## config.mk

```make
export PLATFORM = sky130hd
export DESIGN_NAME = fixed_block_pool_allocator_flat
export DESIGN_NICKNAME = d
export VERILOG_FILES = /design/src/rtl/core/fbpa_pkg.sv /design/src/rtl/core/fbpa_if.sv /design/src/rtl/core/fbpa_datapath.sv /design/src/rtl/core/fbpa_ctrl.sv /design/src/rtl/core/fixed_block_pool_allocator.sv /design/src/flat_wrapper.sv
export SDC_FILE = /design/constraint.sdc
export NUM_CORES = 1
export LEC_CHECK = 0
export BUFFER_PORTS_ARGS = -buffer_cell sky130_fd_sc_hd__buf_4
export CAP_MARGIN = 20
export CORE_ASPECT_RATIO = 2
export CORE_MARGIN = 5
export CORE_UTILIZATION = 35
export DETAILED_ROUTE_END_ITERATION = 10
export GPL_TIMING_DRIVEN = 0
export HOLD_SLACK_MARGIN = 0.15
export PLACE_DENSITY = 0.59
export SLEW_MARGIN = 20
export SYNTH_ARGS = -nofsm -noshare
export SYNTH_HDL_FRONTEND = slang
export SYNTH_SLANG_ARGS = --single-unit
```

## constraint.sdc

```tcl
create_clock -name clk -period 13.2 [get_ports clk]
set_input_delay 1.98 -clock clk [delete_from_list [all_inputs] [get_ports clk]]
set_output_delay 1.98 -clock clk [all_outputs]
set_load 0.02 [all_outputs]
```

## src/rtl/core/fbpa_pkg.sv

```systemverilog
`timescale 1ns / 1ps
// Shared types and constants of the fixed block pool allocator.
package fbpa_pkg;

  localparam int ADDR_W     = 32;
  localparam int BS_W       = 16;
  localparam int TB_W       = 6;
  localparam int FREE_W     = 6;
  localparam int CFG_IDX_W  = 2;
  localparam int CFG_DATA_W = 32;

  localparam logic [CFG_IDX_W-1:0] CFG_POOL_BASE = 2'd0;
  localparam logic [CFG_IDX_W-1:0] CFG_BLK_BYTES = 2'd1;
  localparam logic [CFG_IDX_W-1:0] CFG_BLK_COUNT = 2'd2;

  localparam logic CMD_ALLOC   = 1'b0;
  localparam logic CMD_RELEASE = 1'b1;

  localparam logic [ADDR_W-1:0] POOL_BASE_RST = 32'd4096;
  localparam logic [BS_W-1:0]   BLK_BYTES_RST = 16'd64;
  localparam logic [TB_W-1:0]   BLK_COUNT_RST = 6'd20;

  typedef enum logic [3:0] {
    S_CLEAR,
    S_IDLE,
    S_SPAN,
    S_RANGE,
    S_DIV,
    S_READ,
    S_TEST,
    S_SCAN,
    S_GRANT,
    S_ADDR,
    S_DONE
  } state_t;

  typedef struct packed {
    logic accept;
    logic clr_step;
    logic span_load;
    logic div_init;
    logic div_step;
    logic tgt_read;
    logic tgt_clear;
    logic scan_run;
    logic grant_write;
    logic mul_load;
    logic addr_load;
    logic out_load;
  } dp_cmd_t;

  typedef struct packed {
    logic clear_done;
    logic is_release;
    logic in_range;
    logic div_last;
    logic tgt_used;
    logic scan_done;
    logic found;
  } dp_stat_t;

endpackage

```

## src/rtl/core/fbpa_if.sv

```systemverilog
`timescale 1ns / 1ps
// Request and response channel interfaces of the fixed block pool allocator.
interface fbpa_req_if;
  import fbpa_pkg::*;
  logic              valid;
  logic              ready;
  logic              command;
  logic [ADDR_W-1:0] release_address;

  modport source(output valid, output command, output release_address, input ready);
  modport sink(input valid, input command, input release_address, output ready);
endinterface

interface fbpa_rsp_if;
  import fbpa_pkg::*;
  logic              valid;
  logic              ready;
  logic [ADDR_W-1:0] granted_address;
  logic              success;
  logic [FREE_W-1:0] free_count;

  modport source(output valid, output granted_address, output success, output free_count,
                 input ready);
  modport sink(input valid, input granted_address, input success, input free_count,
               output ready);
endinterface

```

## src/rtl/core/fbpa_datapath.sv

```systemverilog
`timescale 1ns / 1ps
// Datapath of the pool allocator: configuration, used-bit memory, scan, divider, result.
module fbpa_datapath #(
  parameter int MAX_BLOCKS = 32
) (
  input  logic                                clk,
  input  logic                                rst,
  input  logic                                cfg_we,
  input  logic [fbpa_pkg::CFG_IDX_W-1:0]      cfg_index,
  input  logic [fbpa_pkg::CFG_DATA_W-1:0]     cfg_data,
  input  logic                                req_command,
  input  logic [fbpa_pkg::ADDR_W-1:0]         req_release_address,
  input  fbpa_pkg::dp_cmd_t                   cmd,
  output fbpa_pkg::dp_stat_t                  stat,
  output logic [fbpa_pkg::ADDR_W-1:0]         granted_address,
  output logic                                success,
  output logic [fbpa_pkg::FREE_W-1:0]         free_count
);
  import fbpa_pkg::*;

  localparam int IDX_W  = (MAX_BLOCKS > 1) ? $clog2(MAX_BLOCKS) : 1;
  localparam int CNT_W  = $clog2(MAX_BLOCKS + 1);
  localparam int NW     = (CNT_W > TB_W) ? CNT_W : TB_W;
  localparam int SPAN_W = BS_W + CNT_W;
  localparam int CMP_W  = (SPAN_W > ADDR_W) ? SPAN_W : ADDR_W;
  localparam int REM_W  = BS_W + IDX_W;
  localparam int DC_W   = $clog2(IDX_W + 1);
  localparam int PROD_W = BS_W + IDX_W;

  logic [ADDR_W-1:0] pool_base;
  logic [BS_W-1:0]   blk_bytes;
  logic [TB_W-1:0]   blk_count;

  logic [NW-1:0]     tb_ext;
  logic [CNT_W-1:0]  active_n;

  logic              is_release;
  logic              addr_zero;
  logic [ADDR_W-1:0] offset;
  logic [SPAN_W-1:0] span;

  logic [REM_W-1:0]  rem;
  logic [REM_W-1:0]  dvs;
  logic [IDX_W-1:0]  quo;
  logic [DC_W-1:0]   div_cnt;
  logic              div_ge;

  logic              used_mem [MAX_BLOCKS];
  logic              rd_en;
  logic [IDX_W-1:0]  rd_addr;
  logic              rd_data;
  logic              wr_en;
  logic [IDX_W-1:0]  wr_addr;
  logic              wr_data;

  logic [CNT_W-1:0]  clr_idx;
  logic [CNT_W-1:0]  scan_idx;
  logic              scan_issue;
  logic              scan_vld;
  logic [IDX_W-1:0]  scan_ridx;
  logic [CNT_W-1:0]  free_cnt;
  logic              found;
  logic [IDX_W-1:0]  found_idx;
  logic              cleared;

  logic [ADDR_W-1:0] mul_prod;
  logic [ADDR_W-1:0] grant_addr;

  always_ff @(posedge clk) begin
    if (rst) begin
      pool_base <= POOL_BASE_RST;
      blk_bytes <= BLK_BYTES_RST;
      blk_count <= BLK_COUNT_RST;
    end else if (cfg_we) begin
      unique case (cfg_index)
        CFG_POOL_BASE: pool_base <= cfg_data[ADDR_W-1:0];
        CFG_BLK_BYTES: blk_bytes <= cfg_data[BS_W-1:0];
        CFG_BLK_COUNT: blk_count <= cfg_data[TB_W-1:0];
        default: ;
      endcase
    end
  end

  always_comb begin
    tb_ext = NW'(blk_count);
    if (tb_ext > NW'(MAX_BLOCKS)) begin
      active_n = CNT_W'(MAX_BLOCKS);
    end else begin
      active_n = CNT_W'(tb_ext);
    end
  end

  always_ff @(posedge clk) begin
    if (cmd.accept) begin
      is_release <= (req_command == CMD_RELEASE);
      addr_zero  <= (req_release_address == '0);
      offset     <= req_release_address - pool_base;
    end
    if (cmd.span_load) begin
      span <= SPAN_W'(blk_bytes) * SPAN_W'(active_n);
    end
  end

  assign div_ge = (rem >= dvs);

  always_ff @(posedge clk) begin
    if (cmd.div_init) begin
      rem     <= REM_W'(offset);
      dvs     <= REM_W'(blk_bytes) << (IDX_W - 1);
      quo     <= '0;
      div_cnt <= DC_W'(IDX_W);
    end else if (cmd.div_step) begin
      if (div_ge) begin
        rem <= rem - dvs;
      end
      quo     <= IDX_W'({quo, div_ge});
      dvs     <= dvs >> 1;
      div_cnt <= div_cnt - DC_W'(1);
    end
  end

  assign scan_issue = cmd.scan_run && (scan_idx < active_n);
  assign rd_en      = cmd.tgt_read || scan_issue;
  assign rd_addr    = cmd.tgt_read ? quo : scan_idx[IDX_W-1:0];

  always_comb begin
    wr_en   = cmd.clr_step || cmd.tgt_clear || cmd.grant_write;
    wr_data = cmd.grant_write;
    if (cmd.clr_step) begin
      wr_addr = clr_idx[IDX_W-1:0];
    end else if (cmd.tgt_clear) begin
      wr_addr = quo;
    end else begin
      wr_addr = found_idx;
    end
  end

  always_ff @(posedge clk) begin
    if (wr_en) begin
      used_mem[wr_addr] <= wr_data;
    end
    if (rd_en) begin
      rd_data <= used_mem[rd_addr];
    end
  end

  always_ff @(posedge clk) begin
    if (rst) begin
      clr_idx <= '0;
    end else if (cmd.clr_step) begin
      clr_idx <= clr_idx + CNT_W'(1);
    end
  end

  always_ff @(posedge clk) begin
    if (cmd.accept) begin
      scan_idx <= '0;
      scan_vld <= 1'b0;
      free_cnt <= '0;
      found    <= 1'b0;
      cleared  <= 1'b0;
    end else begin
      if (cmd.tgt_clear) begin
        cleared <= 1'b1;
      end
      if (cmd.scan_run) begin
        if (scan_issue) begin
          scan_idx <= scan_idx + CNT_W'(1);
        end
        scan_vld  <= scan_issue;
        scan_ridx <= scan_idx[IDX_W-1:0];
        if (scan_vld && !rd_data) begin
          free_cnt <= free_cnt + CNT_W'(1);
          if (!found) begin
            found     <= 1'b1;
            found_idx <= scan_ridx;
          end
        end
      end
    end
  end

  always_ff @(posedge clk) begin
    if (cmd.mul_load) begin
      mul_prod <= ADDR_W'(PROD_W'(found_idx) * PROD_W'(blk_bytes));
    end
    if (cmd.addr_load) begin
      grant_addr <= pool_base + mul_prod;
    end
    if (cmd.out_load) begin
      granted_address <= (!is_release && found) ? grant_addr : '0;
      success         <= is_release ? cleared : found;
      free_count      <= FREE_W'((is_release || !found) ? free_cnt : free_cnt - CNT_W'(1));
    end
  end

  always_comb begin
    stat.clear_done = (clr_idx == CNT_W'(MAX_BLOCKS - 1));
    stat.is_release = is_release;
    stat.in_range   = !addr_zero && (blk_bytes != '0) && (CMP_W'(offset) < CMP_W'(span));
    stat.div_last   = (div_cnt == DC_W'(1));
    stat.tgt_used   = rd_data;
    stat.scan_done  = (scan_idx == active_n) && !scan_vld;
    stat.found      = found;
  end

endmodule

```

## src/rtl/core/fbpa_ctrl.sv

```systemverilog
`timescale 1ns / 1ps
// Controller state machine of the pool allocator.
module fbpa_ctrl (
  input  logic               clk,
  input  logic               rst,
  input  logic               in_valid,
  output logic               in_ready,
  output logic               out_valid,
  input  logic               out_ready,
  input  fbpa_pkg::dp_stat_t stat,
  output fbpa_pkg::dp_cmd_t  cmd
);
  import fbpa_pkg::*;

  state_t state;
  state_t state_next;
  logic   out_free;

  assign out_free = !out_valid || out_ready;

  always_ff @(posedge clk) begin
    if (rst) begin
      state <= S_CLEAR;
    end else begin
      state <= state_next;
    end
  end

  always_comb begin
    state_next = state;
    unique case (state)
      S_CLEAR: begin
        if (stat.clear_done) state_next = S_IDLE;
      end
      S_IDLE: begin
        if (in_valid) state_next = S_SPAN;
      end
      S_SPAN: begin
        state_next = stat.is_release ? S_RANGE : S_SCAN;
      end
      S_RANGE: begin
        state_next = stat.in_range ? S_DIV : S_SCAN;
      end
      S_DIV: begin
        if (stat.div_last) state_next = S_READ;
      end
      S_READ: begin
        state_next = S_TEST;
      end
      S_TEST: begin
        state_next = S_SCAN;
      end
      S_SCAN: begin
        if (stat.scan_done) state_next = stat.is_release ? S_DONE : S_GRANT;
      end
      S_GRANT: begin
        state_next = S_ADDR;
      end
      S_ADDR: begin
        state_next = S_DONE;
      end
      S_DONE: begin
        if (out_free) state_next = S_IDLE;
      end
      default: state_next = S_IDLE;
    endcase
  end

  always_comb begin
    cmd      = '0;
    in_ready = 1'b0;
    unique case (state)
      S_CLEAR: cmd.clr_step = 1'b1;
      S_IDLE: begin
        in_ready   = 1'b1;
        cmd.accept = in_valid;
      end
      S_SPAN:  cmd.span_load = 1'b1;
      S_RANGE: cmd.div_init  = stat.in_range;
      S_DIV:   cmd.div_step  = 1'b1;
      S_READ:  cmd.tgt_read  = 1'b1;
      S_TEST:  cmd.tgt_clear = stat.tgt_used;
      S_SCAN:  cmd.scan_run  = 1'b1;
      S_GRANT: begin
        cmd.grant_write = stat.found;
        cmd.mul_load    = 1'b1;
      end
      S_ADDR:  cmd.addr_load = 1'b1;
      S_DONE:  cmd.out_load  = out_free;
      default: ;
    endcase
  end

  always_ff @(posedge clk) begin
    if (rst) begin
      out_valid <= 1'b0;
    end else if (cmd.out_load) begin
      out_valid <= 1'b1;
    end else if (out_ready) begin
      out_valid <= 1'b0;
    end
  end

endmodule

```

## src/rtl/core/fixed_block_pool_allocator.sv

```systemverilog
`timescale 1ns / 1ps
// Top level of the fixed block pool allocator.
//
// A request on req carries a command (allocate or release) and, for a release, a byte
// address. Each request yields exactly one response on rsp with the granted address, a
// success flag and the number of free blocks once the request is done. Configuration
// (pool base, block size, block count) is written through cfg_we, cfg_index and cfg_data;
// the user must do so only while no request is in progress, which the block does not enforce.
// After reset the used-bit memory is cleared one entry per cycle; req.ready stays low until
// that pass is complete.
// One request is handled at a time. An allocate scans the used-bit memory one entry per
// cycle over the N active blocks, where N is the active block count, counting free blocks;
// the scan ends after its read latency and end detection. If a free block was found, the
// first one has its used bit set and its address computed before the response is loaded.
// A release inside the pool first runs a restoring divider that resolves one index bit per
// cycle, then reads the target used bit and clears it if set before the scan; a release that
// misses the pool goes straight to the scan. req.ready returns in the cycle after the response is loaded.
// The response sits in an output register. A new request is taken while an earlier response
// is still waiting; it finishes when that response has been transferred.
module fixed_block_pool_allocator #(
  parameter int MAX_BLOCKS = 32
) (
  input logic                            clk,
  input logic                            rst,
  input logic                            cfg_we,
  input logic [fbpa_pkg::CFG_IDX_W-1:0]  cfg_index,
  input logic [fbpa_pkg::CFG_DATA_W-1:0] cfg_data,
  fbpa_req_if.sink                       req,
  fbpa_rsp_if.source                     rsp
);
  import fbpa_pkg::*;

  dp_cmd_t  cmd;
  dp_stat_t stat;

  fbpa_ctrl u_ctrl (
    .clk       (clk),
    .rst       (rst),
    .in_valid  (req.valid),
    .in_ready  (req.ready),
    .out_valid (rsp.valid),
    .out_ready (rsp.ready),
    .stat      (stat),
    .cmd       (cmd)
  );

  fbpa_datapath #(
    .MAX_BLOCKS (MAX_BLOCKS)
  ) u_datapath (
    .clk                 (clk),
    .rst                 (rst),
    .cfg_we              (cfg_we),
    .cfg_index           (cfg_index),
    .cfg_data            (cfg_data),
    .req_command         (req.command),
    .req_release_address (req.release_address),
    .cmd                 (cmd),
    .stat                (stat),
    .granted_address     (rsp.granted_address),
    .success             (rsp.success),
    .free_count          (rsp.free_count)
  );

endmodule

```

## src/flat_wrapper.sv

```systemverilog
// flat-port wrapper written by rule: the top's interface ports become plain ports
module fixed_block_pool_allocator_flat import fbpa_pkg::*;
#(
  parameter int MAX_BLOCKS = 32
)
  (clk, rst, cfg_we, cfg_index, cfg_data, req_valid, req_command, req_release_address, req_ready, rsp_valid, rsp_granted_address, rsp_success, rsp_free_count, rsp_ready);
  fbpa_req_if req_i ();
  fbpa_rsp_if rsp_i ();
  input logic clk;
  input logic rst;
  input logic cfg_we;
  input logic [fbpa_pkg::CFG_IDX_W-1:0] cfg_index;
  input logic [fbpa_pkg::CFG_DATA_W-1:0] cfg_data;
  input wire logic [$bits(req_i.valid)-1:0] req_valid;
  input wire logic [$bits(req_i.command)-1:0] req_command;
  input wire logic [$bits(req_i.release_address)-1:0] req_release_address;
  output wire logic [$bits(req_i.ready)-1:0] req_ready;
  output wire logic [$bits(rsp_i.valid)-1:0] rsp_valid;
  output wire logic [$bits(rsp_i.granted_address)-1:0] rsp_granted_address;
  output wire logic [$bits(rsp_i.success)-1:0] rsp_success;
  output wire logic [$bits(rsp_i.free_count)-1:0] rsp_free_count;
  input wire logic [$bits(rsp_i.ready)-1:0] rsp_ready;
  assign req_i.valid = req_valid;
  assign req_i.command = req_command;
  assign req_i.release_address = req_release_address;
  assign req_ready = req_i.ready;
  assign rsp_valid = rsp_i.valid;
  assign rsp_granted_address = rsp_i.granted_address;
  assign rsp_success = rsp_i.success;
  assign rsp_free_count = rsp_i.free_count;
  assign rsp_i.ready = rsp_ready;
  fixed_block_pool_allocator #(.MAX_BLOCKS(MAX_BLOCKS)) u_core (.clk(clk), .rst(rst), .cfg_we(cfg_we), .cfg_index(cfg_index), .cfg_data(cfg_data), .req(req_i), .rsp(rsp_i));
endmodule
```

==> metrics.txt <==
status finished, final reports clean; vias in the first global route 17419; cell area after placement 23900 um2; Filler cells 6079; Seq/Total Area, Yosys 0.396; port bufs 111; Clk pin slew, worst setup/hold paths 70 ps; Worst-Skew Late Latency 590 ps; Least-Margin Pin Slew 906 ps; postcts setup bufs 0; H-tree Lvls 1; core area 62000 um2; die area 68100 um2; drt first pass iters 5; total power 2.49 mW; detailed-route DRC error count 0; first-pass GRT wire length 97700 um; Final Setup Violations 0; initial antenna violation count 1; maximum clock rate 165 MHz; Setup Total Neg Slack 0 ps; Synth Net Count 2567; EDFF count, synth 228; routed vias/inst 5.18; Area growth, synth to finish 13.3%; non-filler cells, final 3188; row cnt 129; Hold Path Cell Cnt 0; starting density of the core 0.354; # nets final 2716; Clock Sinks 320; Register Area 8690 um2; pin count of the biggest net entering global routing 35; Detailed Place HPWL 52000 um; Final Skew 16.4 ps; wire per inst 19.8 um; Antenna Violating Nets Remaining 0; fin worst setup slack 7120 ps; Top Layer Used met5; total grt overflow 0; fin crit period 6080 ps; CTS buffer count 30; Syn Area/Cell 9.84 um2; metal3 WL 2030 um; Hold Path Class reg -> reg; Ports 113; post-route cell area 24800 um2; post-route core utilization 0.401; Final Max Slew Viols 0; DP Cell Count 3132; initial DRC count 853; CTS tree done; #FFs+latches synth 320; Setup CP Type reg -> reg; dpl ws 7090 ps; Cells after Synth 2229; diodes inserted 0; CTS Hold Buffers Added 0; unrepaired setup endpoints after global routing no; root buffer cell clkbuf_16; Worst Setup End Kind register; multi-input logic area 12100 um2; met2 WL 34500 um; GP Congestion 0.903; Final Hold Viols 0; clock tree buffer depth 3; asr flop ratio synth 0; final hold slack 420 ps; YS warnings 0; Worst IR Drop VDD 0.000110 V; final wirelength 63000 um; Final Cycle Share 0.460; metal1 wirelength 21100 um; Slew headroom 0.395; CP max FO 10; Worst R2R Path Depth 16; Max-Cap Viols 0; GRT Overall Usage 0.183; Leak Pwr 10.4 nW; vias 16523; CP startpoint kind register; overall die width 187 um; count of cell types in the netlist 79; post-CTS sizing 0; layout cell share with drive strength beyond 1 0.0870; post-synth design cell area 21900 um2; Die Span Y 364 um; commonest register cell after synthesis edfxtp_1; WP data arrival 6400 ps; data required time of the worst path 13530 ps; pwr/cell area 100 nW/um2
==> cell usage after synthesis (24+ instances only) <==
master | number | area (um2)
a211oi_1 | 25 | 188
a21o_1 | 42 | 315
a21oi_1 | 152 | 761
and2_1 | 158 | 988
clkbuf_1 | 64 | 240
dfxtp_1 | 92 | 1840
edfxtp_1 | 228 | 6850
fa_1 | 101 | 2020
ha_1 | 165 | 2060
inv_1 | 242 | 908
mux2i_1 | 37 | 370
nand2_1 | 235 | 882
nand2b_1 | 26 | 163
nand3_1 | 32 | 160
nor2_1 | 144 | 541
nor2b_1 | 32 | 200
nor3_1 | 27 | 135
o21a_1 | 24 | 180
o21ai_0 | 62 | 310
xnor2_1 | 88 | 771
xor2_1 | 38 | 333
==> metal layers <==
metal	global-route usage	up-vias
met3	0.0178	173
met1	0.173	8012
met4	0.127	2
met5	0	-
li1	-	7938
met2	0.366	398
==> logic make-up after synthesis <==
group / count (synthesis) / synth area share
adders and majority gates: 266 / 0.186
and+or+nand+nor: 748 / 0.171
xor gates and xnor gates: 126 / 0.0503
DFF: 320 / 0.396
AOI/OAI and AO/OA: 410 / 0.122
muxes: 43 / 0.0205
buffers and inverters: 316 / 0.0546
==> critical path: stages, from the launching register on <==
cell	delay, ps
dfxtp_1	350
clkbuf_1	270
nor2b_1	750
clkbuf_1	470
nand2_1	150
fa_1	540
fa_1	530
fa_1	550
inv_1	40
ha_1	340
o21a_1	240
a211oi_1	350
o31ai_1	190
o41ai_1	380
o21ai_0	210
o41ai_1	340
xnor2_1	110
==> power by group <==
group          internal [mW]  switching (mW)
clock                  0.484           0.399
combinational          0.177           0.251
sequential              1.12          0.0505
total                   1.79           0.701
==> layout make-up <==
type                            instances  share of cell area
Inverter                              242              0.0366
Clock buffer                           39              0.0332
Tap cell                              786              0.0396
Sequential cell                       320               0.350
Clock inverter                         17             0.00655
Timing Repair Buffer                  117              0.0372
Multi-Input combinational cell       1593               0.486
Buffer                                 74              0.0117
==> worst paths after layout <==
kind,start,endpoint,slack [ps]
max reg2reg,u_core.u_datapath.blk_count[5],u_core.u_datapath.span[20],7120
max,u_core.u_datapath.blk_count[5],u_core.u_datapath.span[20],7120
min,u_core.u_datapath.scan_ridx[3],u_core.u_datapath.found_idx[3],420
min reg2reg,u_core.u_datapath.scan_ridx[3],u_core.u_datapath.found_idx[3],420
==> placed cells by master, fill, tap and decap left out, types with 23 or more instances in the layout <==
cell type / instances
fa_1: 101
a21oi_1: 152
and2_1: 157
edfxtp_1: 228
o21a_1: 24
ha_1: 165
nor2b_1: 30
nor3_1: 26
dfxtp_1: 92
buf_4: 114
xnor2_1: 88
o21ai_0: 62
clkbuf_1: 69
mux2i_1: 37
a21o_1: 42
a211oi_1: 25
nor2_1: 144
inv_1: 242
nand3_1: 32
nand2b_1: 26
nand4_1: 23
clkbuf_16: 31
nand2_1: 235
xor2_1: 38
==> sequential cells by signal (all words and copies together) (netlist names), 16 cells and up <==
name and flops:
u_core.u_datapath.grant_addr 32, u_core.u_datapath.granted_address 32, u_core.u_datapath.offset 32, u_core.u_datapath.pool_base 32, u_core.u_datapath.used_mem 32, u_core.u_datapath.span 22
u_core.u_datapath.mul_prod 21, u_core.u_datapath.rem 21, u_core.u_datapath.dvs 20, u_core.u_datapath.blk_bytes 16
Note: power is estimated with default switching activity, not from simulation.
